<file path="config.mk">
export PLATFORM = sky130hd
export DESIGN_NAME = klr_ctrl
export DESIGN_NICKNAME = d
export VERILOG_FILES = /design/src/rtl/keyframe_lerp_resampler_defines.svh /design/src/rtl/klr_pkg.sv /design/src/rtl/klr_ctrl.sv
export SDC_FILE = /design/constraint.sdc
export NUM_CORES = 1
export LEC_CHECK = 0
export BUFFER_PORTS_ARGS = -buffer_cell sky130_fd_sc_hd__buf_2
export CORE_AREA = 2 2 39 41
export CTS_BUF_LIST = sky130_fd_sc_hd__clkbuf_2 sky130_fd_sc_hd__clkbuf_4 sky130_fd_sc_hd__clkbuf_8
export DETAILED_ROUTE_END_ITERATION = 12
export DIE_AREA = 0 0 41 43
export GPL_TIMING_DRIVEN = 1
export PLACE_DENSITY = 0.63
export SYNTH_ARGS = -nofsm -noshare
export SYNTH_HDL_FRONTEND = slang
export SYNTH_SLANG_ARGS = --single-unit
</file>
<file path="constraint.sdc">
create_clock -name aclk -period 3.2 [get_ports aclk]
set_clock_uncertainty 0.2 [all_clocks]
set_input_delay 0.48 -clock aclk [delete_from_list [all_inputs] [get_ports aclk]]
set_output_delay 0.48 -clock aclk [all_outputs]
set_load 0.02 [all_outputs]
</file>
<file path="src/rtl/keyframe_lerp_resampler_defines.svh">
// assertion macros for the keyframe lerp resampler
`ifndef KEYFRAME_LERP_RESAMPLER_DEFINES_SVH
`define KEYFRAME_LERP_RESAMPLER_DEFINES_SVH

// same-cycle implication, sampled on aclk, off during reset
`define KLR_ASSERT_SAME(lbl, ante, cons, msg) \
    lbl: assert property (@(posedge aclk) disable iff (!aresetn) (ante) |-> (cons)) \
        else $error(msg);

// next-cycle implication, sampled on aclk, off during reset
`define KLR_ASSERT_NEXT(lbl, ante, cons, msg) \
    lbl: assert property (@(posedge aclk) disable iff (!aresetn) (ante) |=> (cons)) \
        else $error(msg);

`endif

</file>
<file path="src/rtl/klr_pkg.sv">
// shared types and constants for the keyframe lerp resampler
`timescale 1ns / 1ps

package klr_pkg;

    localparam int NUM_COMPS  = 4;
    localparam int COMP_W     = 32;
    localparam int TIME_W     = 32;
    localparam int CNT_W      = 7;
    localparam int INDEX_W    = 6;
    localparam int FRAC_BITS  = 16;
    localparam int DIV_STEPS  = 16;
    localparam int DIV_CNT_W  = 4;
    localparam int CFG_IDX_W  = 2;
    localparam int CFG_DATA_W = 32;
    localparam int S_TDATA_W  = 160;
    localparam int M_TDATA_W  = 168;

    localparam logic [CFG_IDX_W-1:0] REG_FRAME_INTERVAL = 2'd0;
    localparam logic [CFG_IDX_W-1:0] REG_OUTPUT_COUNT   = 2'd1;
    localparam logic [CFG_IDX_W-1:0] REG_START_TIME     = 2'd2;

    localparam logic [TIME_W-1:0] RST_FRAME_INTERVAL = 32'd2184;
    localparam logic [CNT_W-1:0]  RST_OUTPUT_COUNT   = 7'd64;
    localparam logic [TIME_W-1:0] RST_START_TIME     = 32'd0;

    typedef struct packed {
        logic load_key;
        logic commit_key;
        logic div_start;
        logic div_step;
        logic fac_clear;
        logic mul_load;
        logic emit_lerp;
        logic emit_fill;
        logic end_track;
    } ctrl_cmd_t;

    typedef struct packed {
        logic frame_due;
        logic need_div;
        logic fill_due;
        logic key_last;
        logic out_free;
    } ctrl_stat_t;

endpackage

</file>
<file path="src/rtl/klr_ctrl.sv">
// sequencing state machine for the keyframe lerp resampler
`timescale 1ns / 1ps

module klr_ctrl (
    input  logic                aclk,
    input  logic                aresetn,
    input  logic                s_tvalid,
    output logic                s_tready,
    input  klr_pkg::ctrl_stat_t stat,
    output klr_pkg::ctrl_cmd_t  cmd
);
    import klr_pkg::*;

    localparam logic [2:0] ST_IDLE  = 3'd0;
    localparam logic [2:0] ST_CHECK = 3'd1;
    localparam logic [2:0] ST_DIV   = 3'd2;
    localparam logic [2:0] ST_MUL   = 3'd3;
    localparam logic [2:0] ST_EMIT  = 3'd4;
    localparam logic [2:0] ST_TAIL  = 3'd5;

    localparam logic [DIV_CNT_W-1:0] DIV_LAST = DIV_CNT_W'(DIV_STEPS - 1);

    logic [2:0]           state_reg, state_next;
    logic [DIV_CNT_W-1:0] cnt_reg, cnt_next;

    always_comb begin
        state_next = state_reg;
        cnt_next   = cnt_reg;
        cmd        = '0;
        s_tready   = 1'b0;
        case (state_reg)
            ST_IDLE: begin
                s_tready = 1'b1;
                if (s_tvalid) begin
                    cmd.load_key = 1'b1;
                    state_next   = ST_CHECK;
                end
            end
            ST_CHECK: begin
                if (stat.frame_due) begin
                    if (stat.need_div) begin
                        cmd.div_start = 1'b1;
                        cnt_next      = '0;
                        state_next    = ST_DIV;
                    end else begin
                        cmd.fac_clear = 1'b1;
                        state_next    = ST_MUL;
                    end
                end else begin
                    cmd.commit_key = 1'b1;
                    state_next     = ST_TAIL;
                end
            end
            ST_DIV: begin
                cmd.div_step = 1'b1;
                cnt_next     = cnt_reg + 1'b1;
                if (cnt_reg == DIV_LAST) begin
                    state_next = ST_MUL;
                end
            end
            ST_MUL: begin
                cmd.mul_load = 1'b1;
                state_next   = ST_EMIT;
            end
            ST_EMIT: begin
                if (stat.out_free) begin
                    cmd.emit_lerp = 1'b1;
                    state_next    = ST_CHECK;
                end
            end
            ST_TAIL: begin
                if (!stat.key_last) begin
                    state_next = ST_IDLE;
                end else if (stat.fill_due) begin
                    cmd.emit_fill = stat.out_free;
                end else begin
                    cmd.end_track = 1'b1;
                    state_next    = ST_IDLE;
                end
            end
            default: begin
                state_next = ST_IDLE;
            end
        endcase
    end

    always_ff @(posedge aclk) begin
        if (!aresetn) begin
            state_reg <= ST_IDLE;
            cnt_reg   <= '0;
        end else begin
            state_reg <= state_next;
            cnt_reg   <= cnt_next;
        end
    end

endmodule

</file>
==> impl_metrics.env <==
export IMPL_outcome="finished, final reports clean"
export IMPL_critPathMaxStageDelay_ns=0.65
export IMPL_fillers=143
export IMPL_grt_pass1_wl_um=1628
export IMPL_yosysWarnings=0
export IMPL_finalWorstSetupSlack_ns=0.9775
export IMPL_detailroute_via_count=505
export IMPL_wl_um=1058
export IMPL_largest_reg_flops=4
export IMPL_end_kind="primary output"
export IMPL_ys_seq_area_share_pct=27.93
export IMPL_drt_initial_drc_count=10
export IMPL_leakagePower_uw=0.0002566
export IMPL_hold_violations=0
export IMPL_syn_area_um2=501.7
export IMPL_synth_seq_cells=7
export IMPL_finalSetupViolations=0
export IMPL_cts_hold_buf=0
export IMPL_synth_area_top_cells="dfxtp_1 (28%), a21oi_1 (6.0%), nand3_1 (5.0%)"
export IMPL_dp_slack_ns=1.287
export IMPL_max_slew_margin_pct=64.31
export IMPL_ir_worst_vdd_mv=0.2555
export IMPL_antenna_found_initial=0
export IMPL_antenna_left=0
export IMPL_yosysTopAreaCellShare_pct=27.93
export IMPL_wl_per_cell_um=11.02
export IMPL_die_x_um=41
export IMPL_pwr_share_comb_pct=25.8
export IMPL_synth_cell_types=33
export IMPL_cts_made_buffers=3
export IMPL_ctsHtreeMaxLevel=1
export IMPL_syn_to_final_growth_pct=22.69
export IMPL_layout_nets=90
export IMPL_core_mm2=0.001384
export IMPL_critical_path_class="reg -> out"
export IMPL_grt_total_usage_pct=13.38
export IMPL_tritoncts="yes"
export IMPL_drc_errors=0
export IMPL_startpoint_type="flop"
export IMPL_synth_edf_count=0
export IMPL_cts_root_buffer="clkbuf_4"
export IMPL_diodes=0
export IMPL_syn_inst=62
export IMPL_maxSlewViolCount=0
export IMPL_final_cells=96
export IMPL_worstMarginPinSlew_ns=0.5346
export IMPL_async_flop_share_pct=0
export IMPL_die_height_um=43
export IMPL_rsz0062_at_grt="false"
export IMPL_clkSlewWorstSetupHoldPaths_ns=0.06
export IMPL_drive_gt1_share_pct=33.75
export IMPL_ios=18
export IMPL_p_per_area_mw_per_mm2=434.8
export IMPL_p_seq_share_pct=40.7
export IMPL_grt_pass1_vias=421
export IMPL_fmax_mhz=449.9
export IMPL_dr_pass1_iters=3
export IMPL_worstPathRequired_ns=2.52
export IMPL_power_frac_clock_pct=33.5
export IMPL_io_buffers=17
export IMPL_synthMostInstantiatedCell="dfxtp_1"
export IMPL_cts_setup_buffers=0
export IMPL_maxCapViolations=0
export IMPL_synth_common_cells="dfxtp_1 (7), a21oi_1 (6), nor2_1 (6)"
export IMPL_slowest_stage="dfxtp_1"
export IMPL_syn_nets=71
export IMPL_worstPathMaxFanout=16
export IMPL_post_cts_resize_count=0
export IMPL_switching_share_pct=33.23
export IMPL_placementRows=14
export IMPL_clock_sinks=7
export IMPL_clk_latency_ns=0.26
export IMPL_avgSynthCellArea_um2=8.092
export IMPL_grt_max_degree=17
export IMPL_crit_arrival_ns=1.54
export IMPL_period_needed_ns=2.223
export IMPL_power_switching_uw=88.93
export IMPL_gr_total_overflow=0
export IMPL_fin_crit_sh_pct=69.45
export IMPL_synth_flop_cell="dfxtp_1"
export IMPL_place_congestion=0.7273
export IMPL_internal_power_uw=178.7
export IMPL_die_area_mm2=0.001763
export IMPL_via_per_inst=5.260
export IMPL_start_util_pct=36.26
export IMPL_clockBufferDepth=2
export IMPL_setup_tns_ns=0
export IMPL_dp_cells=92
export IMPL_hold_path_class="reg -> reg"
export IMPL_post_synth_top_area_cell="dfxtp_1"
export IMPL_worstPathCellList="inv_1 > nor4_1 > buf_2"
-- critical path, delay by kind of cell, from the launching register on --
kind                   cells  cell delay, ns
AND/OR/NAND/NOR            1            0.24
flip-flops                 1            0.65
buffers and inverters      2            0.39
-- cells in the final DEF, fill, tap and decap left out, types with 2 or more instances in the layout --
cell | synthesis | layout
a21oi_1 | 6 | 6
and2_1 | 2 | 2
buf_2 | 2 | 17
clkbuf_4 | 0 | 4
dfxtp_1 | 7 | 7
inv_1 | 3 | 3
nand2_1 | 5 | 5
nand3_1 | 5 | 5
nor2_1 | 6 | 6
nor3_1 | 2 | 2
-- metrics by stage --
step	hold slack [ns]	cell area, um2	total power (uW)	utilization, %
final	0.2908	615.6	267.6	44.48
after detailed placement	0.2883	585.6	180.0	42.31
after CTS	0.2952	615.6	270.8	44.48
after global placement	0.2821	585.6	180.7	42.31
after floorplan	0.2615	501.7	160.7	-
after global routing	0.3178	615.6	288.1	44.48
-- area by class of cell --
class,count,area [um2],area share [%]
Timing Repair Buffer,17,85.08,13.82
Multi-Input combinational cell,49,329.1,53.46
Tap cell,16,20.02,3.252
Clock buffer,4,30.03,4.878
Inverter,3,11.26,1.829
Sequential cell,7,140.1,22.76
-- cells by family (layout without fill, tap and decap cells) --
kind of cell	after synthesis	after routing	share of synthesized area (%)
buffers and inverters	6	24	6.484
AND/OR/NAND/NOR	33	33	40.90
multiplexers	1	1	1.995
AO/OA/AOI/OAI	14	14	20.20
adder cells (fa/ha/maj)	1	1	2.493
flip-flops	7	7	27.93
-- final timing paths --
kind | from | endpoint | slack [ns] | cells after the start
worst max-delay path | state_reg[2] | cmd[2] | 0.98 | 3
worst min-delay path | cnt_reg[0] | cnt_reg[0] | 0.29 | 2
worst max register to register | state_reg[2] | state_reg[0] | 1.45 | 3
worst min register to register | cnt_reg[0] | cnt_reg[0] | 0.29 | 2
-- power groups by stage --
stage	clock network [uW]	logic [uW]	registers, uW
finish	89.6	69.1	109
global route	99.2	78.0	111
CTS	92.5	69.7	109
detailed placement	0	69.4	111
global placement	0	70.1	111
floorplan	0	61.2	99.5
-- layer usage --
metal | routed length, um | track usage (%)
met1 | 518 | 15.86
met2 | 445 | 21.56
met3 | 75 | 3.141
met4 | 18 | 6.000
met5 | 0 | 0
No activity file was read; power rests on OpenSTA's default activity.
